[config.mk]
export PLATFORM = sky130hd
export DESIGN_NAME = tcw_ctrl
export DESIGN_NICKNAME = d
export VERILOG_FILES = /design/src/sv/tcw_pkg.sv /design/src/sv/tcw_ctrl.sv
export SDC_FILE = /design/constraint.sdc
export NUM_CORES = 1
export LEC_CHECK = 0
export BUFFER_PORTS_ARGS = -buffer_cell sky130_fd_sc_hd__buf_2
export CAP_MARGIN = 20
export CELL_PAD_IN_SITES_DETAIL_PLACEMENT = 1
export CELL_PAD_IN_SITES_GLOBAL_PLACEMENT = 1
export CORE_MARGIN = 5
export CORE_UTILIZATION = 40
export DETAILED_ROUTE_END_ITERATION = 16
export GPL_TIMING_DRIVEN = 0
export PLACE_DENSITY = 0.8
export SYNTH_ARGS = -nofsm -noshare
export SYNTH_HDL_FRONTEND = slang
export SYNTH_SLANG_ARGS = --single-unit
[constraint.sdc]
create_clock -name clock -period 6.71 [get_ports clock]
set_input_delay 2.013 -clock clock [delete_from_list [all_inputs] [get_ports clock]]
set_output_delay 2.013 -clock clock [all_outputs]
set_load 0.02 [all_outputs]
[src/sv/tcw_pkg.sv]
// tcw_pkg: shared types and constants of the text console writer.
// No dependencies; used by the control unit and the top level.
`timescale 1ns / 1ps
`default_nettype none

package tcw_pkg;

   localparam int CHAR_W     = 8;
   localparam int CELL_W     = 2 * CHAR_W;
   localparam int POS_W      = 11;
   localparam int CSR_IDX_W  = 8;

   localparam logic [CHAR_W-1:0] LINE_FEED       = 8'd10;
   localparam logic [CHAR_W-1:0] CARRIAGE_RETURN = 8'd13;

   localparam logic [CSR_IDX_W-1:0] CSR_SCROLL_ENABLE = 8'd0;
   localparam logic [CSR_IDX_W-1:0] CSR_DEFAULT_COLOR = 8'd1;

   localparam logic             SCROLL_ENABLE_RESET = 1'b1;
   localparam logic [CHAR_W-1:0] DEFAULT_COLOR_RESET = 8'd15;

   typedef enum logic [1:0] {
      CMD_PUT        = 2'd0,
      CMD_SET_CURSOR = 2'd1,
      CMD_CLEAR      = 2'd2,
      CMD_READ       = 2'd3
   } cmd_type;

   typedef enum logic [2:0] {
      ST_IDLE,
      ST_READ,
      ST_SETCUR,
      ST_CLEAR,
      ST_SCROLL,
      ST_DRAIN
   } state_type;

   typedef struct packed {
      logic              scroll_enable;
      logic [CHAR_W-1:0] default_color;
   } cfg_type;

endpackage

`default_nettype wire

[src/sv/tcw_ctrl.sv]
// tcw_ctrl: command sequencer, cursor tracking and result registers.
// Depends on tcw_pkg; drives the cell store ports of tcw_cell_ram.
`timescale 1ns / 1ps
`default_nettype none

module tcw_ctrl #(
   parameter int COLUMNS = 80,
   parameter int ROWS    = 25,
   parameter int CELLS   = COLUMNS * ROWS,
   parameter int AW      = $clog2(CELLS + 1),
   parameter int RAW     = $clog2(CELLS)
) (
   input  wire logic                        clock,
   input  wire logic                        reset,
   input  wire logic                        start,
   output logic                             busy,
   input  wire logic [1:0]                  cmd,
   input  wire logic [tcw_pkg::CHAR_W-1:0]  chr,
   input  wire logic [tcw_pkg::CHAR_W-1:0]  color,
   input  wire logic [tcw_pkg::POS_W-1:0]   position,
   input  wire tcw_pkg::cfg_type            cfg,
   output logic                             ram_we,
   output logic [RAW-1:0]                   ram_waddr,
   output logic [tcw_pkg::CELL_W-1:0]       ram_wdata,
   output logic [RAW-1:0]                   ram_raddr,
   input  wire logic [tcw_pkg::CELL_W-1:0]  ram_rdata,
   output logic                             rsp_valid,
   output logic [tcw_pkg::POS_W-1:0]        rsp_cursor,
   output logic [tcw_pkg::CHAR_W-1:0]       rsp_read_char,
   output logic [tcw_pkg::CHAR_W-1:0]       rsp_read_color,
   output logic                             rsp_dropped
);

   localparam int RW = (ROWS > 1) ? $clog2(ROWS) : 1;
   localparam int XW = (AW > tcw_pkg::POS_W) ? AW : tcw_pkg::POS_W;
   localparam logic [AW-1:0]  CELLS_A     = AW'(CELLS);
   localparam logic [AW-1:0]  COLUMNS_A   = AW'(COLUMNS);
   localparam logic [AW-1:0]  LAST_BASE_A = AW'((ROWS - 1) * COLUMNS);
   localparam logic [XW-1:0]  CELLS_X     = XW'(CELLS);
   localparam logic [RW-1:0]  LAST_ROW    = RW'(ROWS - 1);
   localparam logic [RAW-1:0] COLUMNS_R   = RAW'(COLUMNS);
   localparam logic [RAW-1:0] LAST_CELL_R = RAW'(CELLS - 1);

   tcw_pkg::state_type state_ff, state_in;
   logic [AW-1:0]  cursor_ff, cursor_in;
   logic [AW-1:0]  base_ff, base_in;     // start of the cursor's row
   logic [RW-1:0]  row_ff, row_in;       // clamped to the last row
   logic [AW-1:0]  target_ff, target_in;
   logic [RAW-1:0] idx_ff, idx_in;
   logic [tcw_pkg::CHAR_W-1:0] fill_ff, fill_in;
   logic           wr_pend_ff, wr_pend_in;
   logic [RAW-1:0] wr_addr_ff, wr_addr_in;
   logic           rsp_valid_ff, rsp_valid_in;
   logic [tcw_pkg::CHAR_W-1:0] rd_char_ff, rd_char_in;
   logic [tcw_pkg::CHAR_W-1:0] rd_color_ff, rd_color_in;
   logic           dropped_ff, dropped_in;

   tcw_pkg::cmd_type cmd_t;
   logic            accept;
   logic [XW-1:0]   pos_x;
   logic [XW-1:0]   clamp_x;
   logic            pos_in_range;
   logic [AW-1:0]   base_next;
   logic [AW-1:0]   cursor_inc;
   logic            on_last_row;
   logic            at_end;
   logic [XW-1:0]   cursor_x;

   assign cmd_t        = tcw_pkg::cmd_type'(cmd);
   assign accept       = start && (state_ff == tcw_pkg::ST_IDLE);
   assign pos_x        = XW'(position);
   assign pos_in_range = pos_x < CELLS_X;
   assign clamp_x      = pos_in_range ? pos_x : CELLS_X;
   assign base_next    = base_ff + COLUMNS_A;
   assign cursor_inc   = cursor_ff + AW'(1);
   assign on_last_row  = row_ff == LAST_ROW;
   assign at_end       = cursor_ff == CELLS_A;

   // next state
   always_comb begin
      state_in = state_ff;
      unique case (state_ff)
         tcw_pkg::ST_IDLE: begin
            if (accept) begin
               unique case (cmd_t)
                  tcw_pkg::CMD_PUT: begin
                     if (chr == tcw_pkg::LINE_FEED && on_last_row && cfg.scroll_enable) begin
                        state_in = tcw_pkg::ST_SCROLL;
                     end
                  end
                  tcw_pkg::CMD_SET_CURSOR: state_in = tcw_pkg::ST_SETCUR;
                  tcw_pkg::CMD_CLEAR:      state_in = tcw_pkg::ST_CLEAR;
                  tcw_pkg::CMD_READ: begin
                     if (pos_in_range) begin
                        state_in = tcw_pkg::ST_READ;
                     end
                  end
               endcase
            end
         end
         tcw_pkg::ST_READ: state_in = tcw_pkg::ST_IDLE;
         tcw_pkg::ST_SETCUR: begin
            if (!(target_ff >= base_next && !on_last_row)) begin
               state_in = tcw_pkg::ST_IDLE;
            end
         end
         tcw_pkg::ST_CLEAR: begin
            if (idx_ff == LAST_CELL_R) begin
               state_in = tcw_pkg::ST_IDLE;
            end
         end
         tcw_pkg::ST_SCROLL: begin
            if (idx_ff == LAST_CELL_R) begin
               state_in = tcw_pkg::ST_DRAIN;
            end
         end
         tcw_pkg::ST_DRAIN: state_in = tcw_pkg::ST_IDLE;
         default: state_in = tcw_pkg::ST_IDLE;
      endcase
   end

   // datapath and outputs
   always_comb begin
      cursor_in    = cursor_ff;
      base_in      = base_ff;
      row_in       = row_ff;
      target_in    = target_ff;
      idx_in       = idx_ff;
      fill_in      = fill_ff;
      wr_pend_in   = 1'b0;
      wr_addr_in   = wr_addr_ff;
      rsp_valid_in = 1'b0;
      rd_char_in   = '0;
      rd_color_in  = '0;
      dropped_in   = 1'b0;
      ram_we       = 1'b0;
      ram_waddr    = cursor_ff[RAW-1:0];
      ram_wdata    = {color, chr};
      ram_raddr    = clamp_x[RAW-1:0];

      // delayed write of a scroll copy
      if (wr_pend_ff) begin
         ram_we    = 1'b1;
         ram_waddr = wr_addr_ff;
         ram_wdata = {cfg.default_color, ram_rdata[tcw_pkg::CHAR_W-1:0]};
      end

      unique case (state_ff)
         tcw_pkg::ST_IDLE: begin
            if (accept) begin
               unique case (cmd_t)
                  tcw_pkg::CMD_PUT: begin
                     if (chr == tcw_pkg::LINE_FEED) begin
                        if (on_last_row) begin
                           cursor_in = LAST_BASE_A;
                           base_in   = LAST_BASE_A;
                           if (cfg.scroll_enable) begin
                              idx_in = COLUMNS_R;
                           end else begin
                              rsp_valid_in = 1'b1;
                           end
                        end else begin
                           cursor_in    = base_next;
                           base_in      = base_next;
                           row_in       = row_ff + RW'(1);
                           rsp_valid_in = 1'b1;
                        end
                     end else if (chr == tcw_pkg::CARRIAGE_RETURN) begin
                        cursor_in    = base_ff;
                        rsp_valid_in = 1'b1;
                     end else if (at_end) begin
                        dropped_in   = 1'b1;
                        rsp_valid_in = 1'b1;
                     end else begin
                        ram_we       = 1'b1;
                        ram_waddr    = cursor_ff[RAW-1:0];
                        ram_wdata    = {color, chr};
                        cursor_in    = cursor_inc;
                        rsp_valid_in = 1'b1;
                        // wrap onto the next row; the last row runs past the end
                        if (cursor_inc == base_next && !on_last_row) begin
                           base_in = base_next;
                           row_in  = row_ff + RW'(1);
                        end
                     end
                  end
                  tcw_pkg::CMD_SET_CURSOR: begin
                     cursor_in = clamp_x[AW-1:0];
                     target_in = clamp_x[AW-1:0];
                     base_in   = '0;
                     row_in    = '0;
                  end
                  tcw_pkg::CMD_CLEAR: begin
                     fill_in   = color;
                     idx_in    = '0;
                     cursor_in = '0;
                     base_in   = '0;
                     row_in    = '0;
                  end
                  tcw_pkg::CMD_READ: begin
                     if (!pos_in_range) begin
                        rsp_valid_in = 1'b1;
                     end
                  end
               endcase
            end
         end
         tcw_pkg::ST_READ: begin
            rd_char_in   = ram_rdata[tcw_pkg::CHAR_W-1:0];
            rd_color_in  = ram_rdata[tcw_pkg::CELL_W-1:tcw_pkg::CHAR_W];
            rsp_valid_in = 1'b1;
         end
         tcw_pkg::ST_SETCUR: begin
            // one row per cycle until the row holding the target is found
            if (target_ff >= base_next && !on_last_row) begin
               base_in = base_next;
               row_in  = row_ff + RW'(1);
            end else begin
               rsp_valid_in = 1'b1;
            end
         end
         tcw_pkg::ST_CLEAR: begin
            ram_we    = 1'b1;
            ram_waddr = idx_ff;
            ram_wdata = {fill_ff, {tcw_pkg::CHAR_W{1'b0}}};
            if (idx_ff == LAST_CELL_R) begin
               rsp_valid_in = 1'b1;
            end else begin
               idx_in = idx_ff + RAW'(1);
            end
         end
         tcw_pkg::ST_SCROLL: begin
            // ascending source order: a cell is read before it is overwritten
            ram_raddr  = idx_ff;
            wr_pend_in = 1'b1;
            wr_addr_in = idx_ff - COLUMNS_R;
            if (idx_ff != LAST_CELL_R) begin
               idx_in = idx_ff + RAW'(1);
            end
         end
         tcw_pkg::ST_DRAIN: begin
            rsp_valid_in = 1'b1;
         end
         default: begin
         end
      endcase
   end

   always_ff @(posedge clock) begin
      if (reset) begin
         state_ff     <= tcw_pkg::ST_IDLE;
         cursor_ff    <= '0;
         base_ff      <= '0;
         row_ff       <= '0;
         wr_pend_ff   <= 1'b0;
         rsp_valid_ff <= 1'b0;
      end else begin
         state_ff     <= state_in;
         cursor_ff    <= cursor_in;
         base_ff      <= base_in;
         row_ff       <= row_in;
         wr_pend_ff   <= wr_pend_in;
         rsp_valid_ff <= rsp_valid_in;
      end
   end

   always_ff @(posedge clock) begin
      target_ff   <= target_in;
      idx_ff      <= idx_in;
      fill_ff     <= fill_in;
      wr_addr_ff  <= wr_addr_in;
      rd_char_ff  <= rd_char_in;
      rd_color_ff <= rd_color_in;
      dropped_ff  <= dropped_in;
   end

   assign cursor_x       = XW'(cursor_ff);
   assign busy           = state_ff != tcw_pkg::ST_IDLE;
   assign rsp_valid      = rsp_valid_ff;
   assign rsp_cursor     = cursor_x[tcw_pkg::POS_W-1:0];
   assign rsp_read_char  = rd_char_ff;
   assign rsp_read_color = rd_color_ff;
   assign rsp_dropped    = dropped_ff;

endmodule

`default_nettype wire

After elaboration in Yosys (flattened, before gate mapping)
Cells that the tools add are included.
{"block": "classes", "add_sub_neg": 5, "order_cmp": 2, "n_eq_ne": 34, "n_mux": 72, "n_bitwise": 3, "n_reduce_logical": 22}
{"op": "two-way mux 11 bit", "n": 24}
{"op": "two-way mux 16 bit", "n": 6}
{"op": "case mux 11 bit (2 select lines)", "n": 4}
{"op": "case mux 11 bit (3 select lines)", "n": 2}
{"op": "two-way mux 5 bit", "n": 7}
{"op": "case mux 16 bit (2 select lines)", "n": 1}
{"op": "case mux 3 bit (4 select lines)", "n": 2}
{"op": "adder 11 x 1 -> 11 bit (second input constant)", "n": 2}
{"op": "== test 11 bit (second input constant)", "n": 2}
{"op": "inequality test 4 bit (second input constant)", "n": 5}
{"op": "case mux 5 bit (2 select lines)", "n": 2}
{"op": "two-way mux 3 bit", "n": 6}
{"op": "== test 8 x 4 -> 1 bit (second input constant)", "n": 2}
{"op": "AND reduction 8 bit", "n": 2}
{"op": "two-way mux 1 bit", "n": 15}
{"op": "inequality test 3 bit (second input constant)", "n": 5}
{"op": "inequality test 2 bit (second input constant)", "n": 7}
{"op": "adder 11 x 7 -> 11 bit (second input constant)", "n": 1}
{"op": "== test 11 bit", "n": 1}
{"op": "greater-or-equal comparator 11 bit", "n": 1}
{"op": "< comparator 11 bit (second input constant)", "n": 1}
{"op": "inequality test 11 bit (second input constant)", "n": 1}
{"op": "subtractor 11 x 7 -> 11 bit (second input constant)", "n": 1}
{"op": "nonzero test 3 bit", "n": 3}
{"op": "23 further kinds", "n": 35}
{"block": "word_totals", "reg_bits": 90, "wordCells": 151}

Logic depth before layout (Yosys ltp)
Gate-level depths: netlist of the first run.
{"block": "depth", "depth_word": 10, "depth_mapped": 10, "mapped_depth_nobuf": 10}

Worst setup path after synthesis of the first run
OpenSTA, ideal clock, no wires.
{"block": "synth_path", "path_type": "input-to-output", "startpoint": "in chr[5] (netlist name)", "endpoint": "out ram_wdata[10] (netlist name)", "arrival_time_ns": 4.024, "required_ns": 4.697, "slack_ns": 0.673, "stages": 8, "path_cell_list": "or4_1 > or2_1 > clkbuf_1 > nand3_1 > o31ai_4 > buf_2 > mux2i_1 > o221ai_1"}
{"block": "synth_between", "elab_chain_cells": 6, "word_cells_on_any_way": 7}
{"item": "start: declaration", "line": "tcw_ctrl.sv:18", "source": "input wire logic [tcw_pkg::CHAR_W-1:0] chr,"}
{"item": "== test 8 x 4 -> 1 bit", "line": "tcw_ctrl.sv:168", "source": "end else if (chr == tcw_pkg::CARRIAGE_RETURN) begin"}
{"item": "two-way mux 16 bit", "line": "tcw_ctrl.sv:168"}
{"item": "two-way mux 16 bit (*)", "line": "tcw_ctrl.sv:153", "source": "if (chr == tcw_pkg::LINE_FEED) begin"}
{"item": "two-way mux 16 bit (*)", "line": "tcw_ctrl.sv:151", "source": "unique case (cmd_t)"}
{"item": "two-way mux 16 bit (*)", "line": "tcw_ctrl.sv:150", "source": "if (accept) begin"}
{"item": "case mux 16 bit (2 select lines) (*)", "line": "tcw_ctrl.sv:148", "source": "unique case (state_ff)"}
{"item": "end: declaration", "line": "tcw_ctrl.sv:24", "source": "output logic [tcw_pkg::CELL_W-1:0] ram_wdata,"}
Every way passes the cells marked *; elsewhere a longest branch is shown, timed or not.

Worst setup path after layout of the first run
{"block": "layout_path", "startpoint": "in chr[5] (netlist name)", "endpoint": "out ram_waddr[5]"}
{"block": "layout_between", "elab_chain_cells": 6, "word_cells_on_any_way": 7}
{"item": "== test 8 x 4 -> 1 bit", "line": "tcw_ctrl.sv:168"}
{"item": "two-way mux 11 bit", "line": "tcw_ctrl.sv:168"}
{"item": "two-way mux 11 bit (*)", "line": "tcw_ctrl.sv:153"}
{"item": "two-way mux 11 bit (*)", "line": "tcw_ctrl.sv:151"}
{"item": "two-way mux 11 bit (*)", "line": "tcw_ctrl.sv:150"}
{"item": "case mux 11 bit (2 select lines) (*)", "line": "tcw_ctrl.sv:148"}
{"item": "end: declaration", "line": "tcw_ctrl.sv:23", "source": "output logic [RAW-1:0] ram_waddr,"}
Marks and branches as above.

==> impl_metrics.json, run 1 <==
{
  "detail_route.first_pass.iterations": 6,
  "worst-setup-path-type": "in2out",
  "multi_input_area_mm2": 0.00337,
  "insertion_delay_ps": 360,
  "finalCritPeriodShare": 0.967,
  "vias": 5727,
  "yosys_most_used_dff": "dfxtp_1",
  "required_ps": 4700,
  "r2r_cells": 10,
  "rsz0062_at_grt": "no",
  "first_iter_violations": 381,
  "ir_drop_v": 0.000114,
  "design.die.area_mm2": 0.0173,
  "fp.coreArea_mm2": 0.0145,
  "max-cap-violations": 0,
  "worstHoldEndpoint": "base_ff[0]",
  "synth_largest_area_cell": "edfxtp_1",
  "antenna_found_initial": 0,
  "ios": 126,
  "cts_num_sinks": 90,
  "maxUsedRoutingLayer": "met4",
  "synth_edf_count": 41,
  "max_freq_ghz": 0.154,
  "netlist_instances": 651,
  "power_density_mw_per_mm2": 258,
  "htreeDepth": 3,
  "p_total_uw": 1830,
  "netlist.area_leader.share": 0.209,
  "final_cell_mix": "132 x buf_2, 70 x nand2_1, 49 x nor2_1, 49 x dfxtp_1, 41 x edfxtp_1",
  "grt_max_degree": 21,
  "sequentialPowerShare": 0.369,
  "worst_slew_margin_rel": 0.355,
  "setup_viol": 0,
  "worstHoldStart": "base_ff[0]",
  "grt_pass1_vias": 6139,
  "grt_first_pass_wirelength_um": 32700,
  "hold_depth": 2,
  "p_sw_uw": 691,
  "wirelength_met1_um": 8840,
  "drt.antenna.violating_nets": 0,
  "gpl.final_weighted_congestion": 0.911,
  "utilization": 0.490,
  "fin_skew_ps": 9.04,
  "syn2layout_area_growth_pct": 20.4,
  "die_x_um": 131,
  "min_path_type": "reg2reg",
  "synth-seq-cells": 90,
  "fp.dieH_um": 131,
  "syn_area_mm2": 0.00589,
  "grt_use_total": 0.231,
  "r2r_start": "base_ff[4]",
  "cts_tree": "yes",
  "overflow": 0,
  "p_sw_frac": 0.377,
  "finalWirelength_um": 20400,
  "crit_path_end_kind": "primary output",
  "rows": 44,
  "synthDistinctLibCells": 75,
  "p_leak_uw": 0.00295,
  "syn_avg_cell_area_um2": 9.05,
  "pwr-share-clk": 0.281,
  "p_int_uw": 1140,
  "final_layout_size_suffix_gt1_frac": 0.219,
  "cts-root-buf": "clkbuf_16",
  "clk_path_buf_depth": 2,
  "drt-vias-per-instance": 5.83,
  "critPathArrivalTime_ps": 4480,
  "seq_area_frac_synth": 0.376,
  "finalNetCount": 872,
  "cts-hold-fix-buffers": 0,
  "drc": 0,
  "start_kind": "input pin",
  "clk_pin_slew_worst_paths_ps": 60,
  "synthTopCellsByArea": "edfxtp_1 21%, dfxtp_1 17%, mux2i_1 5.1%",
  "cp_max_fo": 10,
  "finalHoldViolCount": 0,
  "finalMaxSlewViolations": 0,
  "crit_start": "chr[5]",
  "rrSetupSlack_ps": 3130,
  "syn-num-nets": 730,
  "wl_met2_um": 10100,
  "start_util": 0.407,
  "min_period_ps": 6490,
  "p_comb_frac": 0.349,
  "num-fill-cells": 1720,
  "status": "finished clean",
  "wl_met3_um": 1120,
  "async_flop_share": 0,
  "layout.cells.most_common": "buf_2",
  "antenna_cells": 0,
  "ys_warn_count": 0,
  "drt-wirelength-per-cell_um": 20.8,
  "regArea_mm2": 0.00221,
  "tightest_slew_ps": 968,
  "cts_buffers": 9,
  "timing.rr.end": "base_ff[7]",
  "dp_hpwl_um": 15800,
  "io_buffers": 125
}
-- flip-flops by register name, summed over array words and instances (netlist names) --
signal and cells:
base_ff 11, fill_ff 8, idx_ff 11, row_ff 5
rsp_cursor 11, rsp_dropped 1, rsp_read_char 8, rsp_read_color 8
rsp_valid 1, state_ff 3, target_ff 11, wr_addr_ff 11
wr_pend_ff 1
-- logic make-up after synthesis --
family	count (synthesis)	synth area share
AOI/OAI and AO/OA	145	0.185
xor gates and xnor gates	40	0.0642
adders and majority gates	22	0.0467
buffers and inverters	77	0.0537
DFF	90	0.376
muxes	34	0.0599
and+or+nand+nor	243	0.215
-- what timing repair did --
item	in CTS	in global routing
resized for setup	1	1
endpoints found under the setup margin	10	8
buffers inserted	1	3
pin swaps	1	3
-- area by class of cell --
class | count | share of cell area
plain buffers | 44 | 0.0272
multi-input cells | 484 | 0.475
repair buffers | 131 | 0.0942
inverters | 33 | 0.0175
well taps | 184 | 0.0325
clock buffers | 11 | 0.0372
clock inverters | 5 | 0.00494
flip-flops and latches | 90 | 0.312
-- critical path, cell delays in order --
cell,delay [ps]
buf_2,120
or4_1,600
or2_1,260
clkbuf_1,210
nand3_1,210
nor3_1,90
o21bai_2,330
a222oi_1,380
inv_1,90
buf_2,170
-- power by group through the flow --
stage	Sequential [uW]	Combinational [uW]	Clock, uW
final	677	640	516
after global routing	682	693	548
after CTS	676	637	525
after detailed placement	688	631	0
after global placement	686	609	0
after floorplan	691	411	0
-- through the flow --
stage / instance area, um2 / instances / setup TNS (ps) / setup slack (ps) / hold slack, ps
final: 7090 / 982 / 0 / 219 / 493
after global placement: 6750 / 960 / -632 / -128 / 479
after floorplan: 5890 / 651 / 0 / 673 / 451
after global routing: 7090 / 982 / 0 / 84.6 / 518
after detailed placement: 6750 / 961 / -578 / -138 / 489
after CTS: 7060 / 978 / 0 / 28.9 / 495
-- layer usage --
metal  up-vias  global-route usage
met2       187               0.407
met5         -                   0
met4         0              0.0640
met3        26              0.0390
li1       2678                   -
met1      2836               0.292
-- cells in the mapped netlist, types with 15 or more instances --
master and instances:
o221ai_1 15, mux2i_1 30, nor3_1 15, and2_1 24, inv_1 33, dfxtp_1 49
nor2_1 50, o21ai_0 23, clkbuf_1 33, xnor2_1 27, edfxtp_1 41, a21oi_1 24
ha_1 22, nand3_1 22, nand2_1 70
-- how the worst max path moves through the flow --
stage,cells after the start,to
2_1_floorplan,8,ram_wdata[10]
3_3_place_gp,9,ram_waddr[5]
3_5_place_dp,10,ram_waddr[5]
4_1_cts,10,ram_waddr[5]
5_1_grt,10,ram_waddr[5]
6_report,10,ram_waddr[5]
Power figures use the tool's default switching activity.
==> run 2: changes to the inputs <==
--- a/config.mk
+++ b/config.mk
@@ -12,8 +12,8 @@
 export CORE_MARGIN = 5
 export CORE_UTILIZATION = 40
 export DETAILED_ROUTE_END_ITERATION = 16
-export GPL_TIMING_DRIVEN = 0
 export PLACE_DENSITY = 0.8
 export SYNTH_ARGS = -nofsm -noshare
 export SYNTH_HDL_FRONTEND = slang
 export SYNTH_SLANG_ARGS = --single-unit
+export TNS_END_PERCENT = 5
==> run 2 against run 1 <==
  * Die area stayed put
  * Hold slack worse by 13 ps
  * Combinational power is 8.3% lower
  * Maximum frequency is 1.8% higher
  * Via count is 1.4% lower
  * Critical path depth stayed put
  * Core utilization is 0.90 points lower
  * Flip-flop and latch count stayed put
  * Clock-buffer cell count is 2 higher
  * Setup slack better by 110 ps
  * Total power is 1.4% higher
  * Critical path type unchanged
==> impl_metrics.json, run 2 (same netlist as run 1, synthesis figures left out) <==
{
  "grt_max_degree": 31,
  "cts_num_sinks": 90,
  "grt_first_pass_wirelength_um": 32000,
  "finalHoldViolCount": 0,
  "grt_pass1_vias": 5957,
  "finalNetCount": 832,
  "drt-vias-per-instance": 6.00,
  "tightest_slew_ps": 1110,
  "finalWirelength_um": 19900,
  "detail_route.first_pass.iterations": 5,
  "power_density_mw_per_mm2": 267,
  "layout.cells.most_common": "buf_2",
  "wirelength_met1_um": 8550,
  "p_comb_frac": 0.316,
  "post-cts-setup-buffers": 0,
  "fin_skew_ps": 11.8,
  "rsz0062_at_grt": "no",
  "die_x_um": 131,
  "setup_viol": 0,
  "min_period_ps": 6380,
  "cts-root-buf": "clkbuf_16",
  "min_path_type": "reg2reg",
  "cts_tree": "yes",
  "final_cell_mix": "125 x buf_2, 70 x nand2_1, 50 x nor2_1",
  "rrSetupSlack_ps": 2930,
  "totalNegativeSetupSlack_ps": 0,
  "worst_slew_margin_rel": 0.258,
  "required_ps": 4700,
  "ios": 126,
  "antenna_cells": 0,
  "cts.repair.resized": 0,
  "gpl.final_weighted_congestion": 0.871,
  "pwr-share-clk": 0.303,
  "status": "finished clean",
  "rows": 44,
  "sequentialPowerShare": 0.382,
  "grt_use_total": 0.226,
  "ir_drop_v": 0.000156,
  "final_layout_size_suffix_gt1_frac": 0.222,
  "p_leak_uw": 0.00290,
  "wl_met2_um": 9940,
  "antenna_found_initial": 0,
  "vias": 5648,
  "cts_buffers": 9,
  "drt.antenna.violating_nets": 0,
  "syn2layout_area_growth_pct": 18.2,
  "finalMaxSlewViolations": 0,
  "max_freq_ghz": 0.157,
  "worst-setup-path-type": "in2out",
  "clk_path_buf_depth": 2,
  "p_sw_frac": 0.364,
  "io_buffers": 125,
  "first_iter_violations": 356,
  "design.die.area_mm2": 0.0173,
  "p_sw_uw": 677,
  "p_int_uw": 1180,
  "crit_path_end_kind": "primary output",
  "fp.coreArea_mm2": 0.0145,
  "dp_hpwl_um": 15100,
  "cts-hold-fix-buffers": 0,
  "insertion_delay_ps": 360,
  "wl_met3_um": 1080,
  "cp_max_fo": 8,
  "hold_ws_ps": 480,
  "overflow": 0,
  "htreeDepth": 3,
  "maxUsedRoutingLayer": "met4",
  "critPathArrivalTime_ps": 4370,
  "finalCritPeriodShare": 0.951,
  "fp.dieH_um": 131,
  "start_util": 0.407,
  "clk_pin_slew_worst_paths_ps": 60,
  "start_kind": "input pin",
  "num-fill-cells": 1753,
  "max-cap-violations": 0,
  "drt-wirelength-per-cell_um": 21.1,
  "drc": 0
}
## run 2: changes by cell type in the layout (fill, tap and decap cells not counted), sizes merged
cell,delta
clkinv,-1
buf,-6
clkbuf,-32
inv,-1
bufinv,+1
clkinvlp,-1
## run 2: area by class of cell
class,instances,area [um2],area share
flip-flops and latches,90,2210,0.318
inverters,33,124,0.0178
multi-input cells,484,3370,0.484
well taps,184,230,0.0331
clock inverters,3,42.5,0.00611
repair buffers,135,701,0.101
clock buffers,13,283,0.0406
## run 2: path summary, 6_finish.rpt
kind | from | end | depth (start not counted)
max | chr[5] | ram_wdata[15] | 10
min | base_ff[3] | rsp_cursor[3] | 2
max reg2reg | base_ff[4] | base_ff[7] | 10
min reg2reg | base_ff[3] | rsp_cursor[3] | 2
## run 2: through the flow
step | utilization | cell area, um2 | power, uW | worst slack, ps | cells
after CTS | 0.481 | 6960 | 1870 | 369 | 942
after global placement | 0.458 | 6640 | 1280 | 480 | 926
final | 0.481 | 6960 | 1860 | 332 | 942
after global routing | 0.481 | 6960 | 1950 | 224 | 942
after detailed placement | 0.458 | 6640 | 1300 | 385 | 926
after floorplan | - | 5890 | 1100 | 673 | 651
## run 2: power by group through the flow
stage               Sequential [uW]  Combinational (uW)  Clock [uW]
global placement                717                 562           0
global route                    715                 636         597
CTS                             709                 588         572
finish                          709                 587         563
floorplan                       691                 411           0
detailed placement              721                 583           0
## run 2: routing by layer
layer,GRT usage,vias to the layer above
met4,0.0611,0
met2,0.398,175
met1,0.280,2852
met5,0,-
li1,-,2596
met3,0.0493,25
## run 2: critical path: stages
cell and delay [ps]:
buf_2 110, or4_1 580, or2_1 370, nand3_1 200
o31ai_4 90, nor2_1 370, buf_4 260, a222oi_1 100
inv_1 100, buf_2 160
==> run 3: changes to the inputs <==
==> constraint.sdc (replaced) <==
create_clock -name clock -period 6.45 [get_ports clock]
set_input_delay 1.935 -clock clock [delete_from_list [all_inputs] [get_ports clock]]
set_output_delay 1.935 -clock clock [all_outputs]
set_load 0.02 [all_outputs]
==> run 3 against run 2 <==
  * Hold slack gained 9.3 ps
  * Largest power group unchanged
  * First-iteration DRC count grew 3.4%
  * Global-route usage shrank 0.12 points
  * Via count shrank 0.99%
  * Clock power shrank 8.5%
==> impl_metrics.json, run 3 (same netlist as run 1, synthesis figures left out) <==
{
  "status": "finished clean",
  "start_util": 0.407,
  "r2r_cells": 10,
  "cp.depth": 10,
  "finalMaxSlewViolations": 0,
  "cts-root-buf": "clkbuf_16",
  "totalNegativeSetupSlack_ps": 0,
  "drt-vias-per-instance": 5.92,
  "ir_drop_v": 0.000187,
  "finalWirelength_um": 19900,
  "grt_max_degree": 31,
  "ios": 126,
  "drc": 0,
  "post-cts-setup-buffers": 0,
  "htreeDepth": 3,
  "worst_slew_margin_rel": 0.256,
  "min_period_ps": 6100,
  "die_x_um": 131,
  "path_buf_inv": 3,
  "finalCritPeriodShare": 0.946,
  "place_ws_ps": 189,
  "tightest_slew_ps": 1110,
  "antenna_cells": 0,
  "gpl.final_weighted_congestion": 0.870,
  "fp.dieH_um": 131,
  "clk_path_buf_depth": 2,
  "cts.repair.resized": 0,
  "clk_pin_slew_worst_paths_ps": 60,
  "timing.rr.end": "base_ff[7]",
  "final_layout_size_suffix_gt1_frac": 0.226,
  "dp.cells": 927,
  "cts_num_sinks": 90,
  "design.die.area_mm2": 0.0173,
  "cts_buffers": 9,
  "layout.cells.most_common": "buf_2",
  "path_common_cell": "buf_2",
  "cp_max_fo": 7,
  "crit_chain": "buf_2 -> or4_1 -> or2_1 -> buf_4 -> and2_1 -> nand3_1 -> and3_1 -> a22oi_1 -> o221ai_1 -> buf_2",
  "required_ps": 4510,
  "insertion_delay_ps": 360,
  "worstHoldStart": "base_ff[3]",
  "hold_depth": 2,
  "overflow": 0,
  "start_kind": "input pin",
  "instances_no_fill": 945,
  "p_leak_uw": 0.00289,
  "cts-hold-fix-buffers": 0,
  "rows": 44,
  "io_buffers": 125,
  "antenna_found_initial": 0,
  "hold_ws_ps": 489,
  "first_iter_violations": 368,
  "worstHoldEndpoint": "rsp_cursor[3]",
  "grt_use_total": 0.225,
  "grt_first_pass_wirelength_um": 32100,
  "grt_pass1_vias": 6018,
  "finalNetCount": 835,
  "syn2layout_area_growth_pct": 18.0,
  "critPathArrivalTime_ps": 4170,
  "vias": 5592,
  "dp_hpwl_um": 15100,
  "setup_viol": 0,
  "max_stage_delay_ps": 580,
  "detail_route.first_pass.iterations": 6,
  "min_path_type": "reg2reg",
  "fin_skew_ps": 7.35,
  "rsz0062_at_grt": "no",
  "power_density_mw_per_mm2": 269,
  "max-cap-violations": 0,
  "path_delay_family": "simple AND/OR/NAND/NOR gates",
  "worst-setup-path-type": "in2out",
  "fin_ws_ps": 347,
  "r2r_start": "base_ff[4]",
  "cts_tree": "yes",
  "final_cell_mix": "125 x buf_2, 70 x nand2_1, 50 x nor2_1",
  "finalHoldViolCount": 0,
  "drt-wirelength-per-cell_um": 21.1,
  "drt.antenna.violating_nets": 0,
  "fp.coreArea_mm2": 0.0145,
  "utilization": 0.480,
  "critical-path-slowest-cell": "or4_1",
  "max_freq_ghz": 0.164,
  "rrSetupSlack_ps": 2750,
  "crit_path_end_kind": "primary output"
}
## run 3: how the worst max path moves through the flow
stage                 from             to  slack, ps
CTS                 chr[1]   ram_waddr[0]        100
global placement    chr[1]   ram_waddr[5]        250
finish              chr[5]   ram_waddr[6]        350
floorplan           chr[5]  ram_wdata[10]        570
global route        chr[5]   ram_waddr[6]        210
detailed placement  chr[1]   ram_waddr[0]        190
## run 3: layout make-up
class / instances / area, um2
multi-input combinational: 484 / 3370
inverter: 33 / 124
clock buffer: 10 / 229
timing repair buffer: 138 / 736
tap: 184 / 230
sequential: 90 / 2210
clock inverter: 6 / 50.0
fill: 1751 / 7530
## run 3: per-stage QoR
stage               cell area, um2  total power (uW)
global route                  6950              1950
detailed placement            6650              1360
floorplan                     5890              1150
CTS                           6920              1870
global placement              6650              1330
finish                        6950              1870
## run 3: worst min-delay path: stages, from the launching register on
cell and delay [ps]:
dfxtp_1 320, nand2_1 50, a31oi_1 70
## run 3: routing by layer
layer	global-route usage	routed length [um]	vias to the layer above
li1	-	-	2598
met1	0.277	8320	2764
met2	0.390	9970	191
met3	0.0512	1200	39
met4	0.0731	440	0
met5	0	0	-
## run 3: where the power goes
group          internal (uW)  total (uW)  switching [uW]
logic                    227         612             385
clock network            266         515             249
registers                656         741            84.8
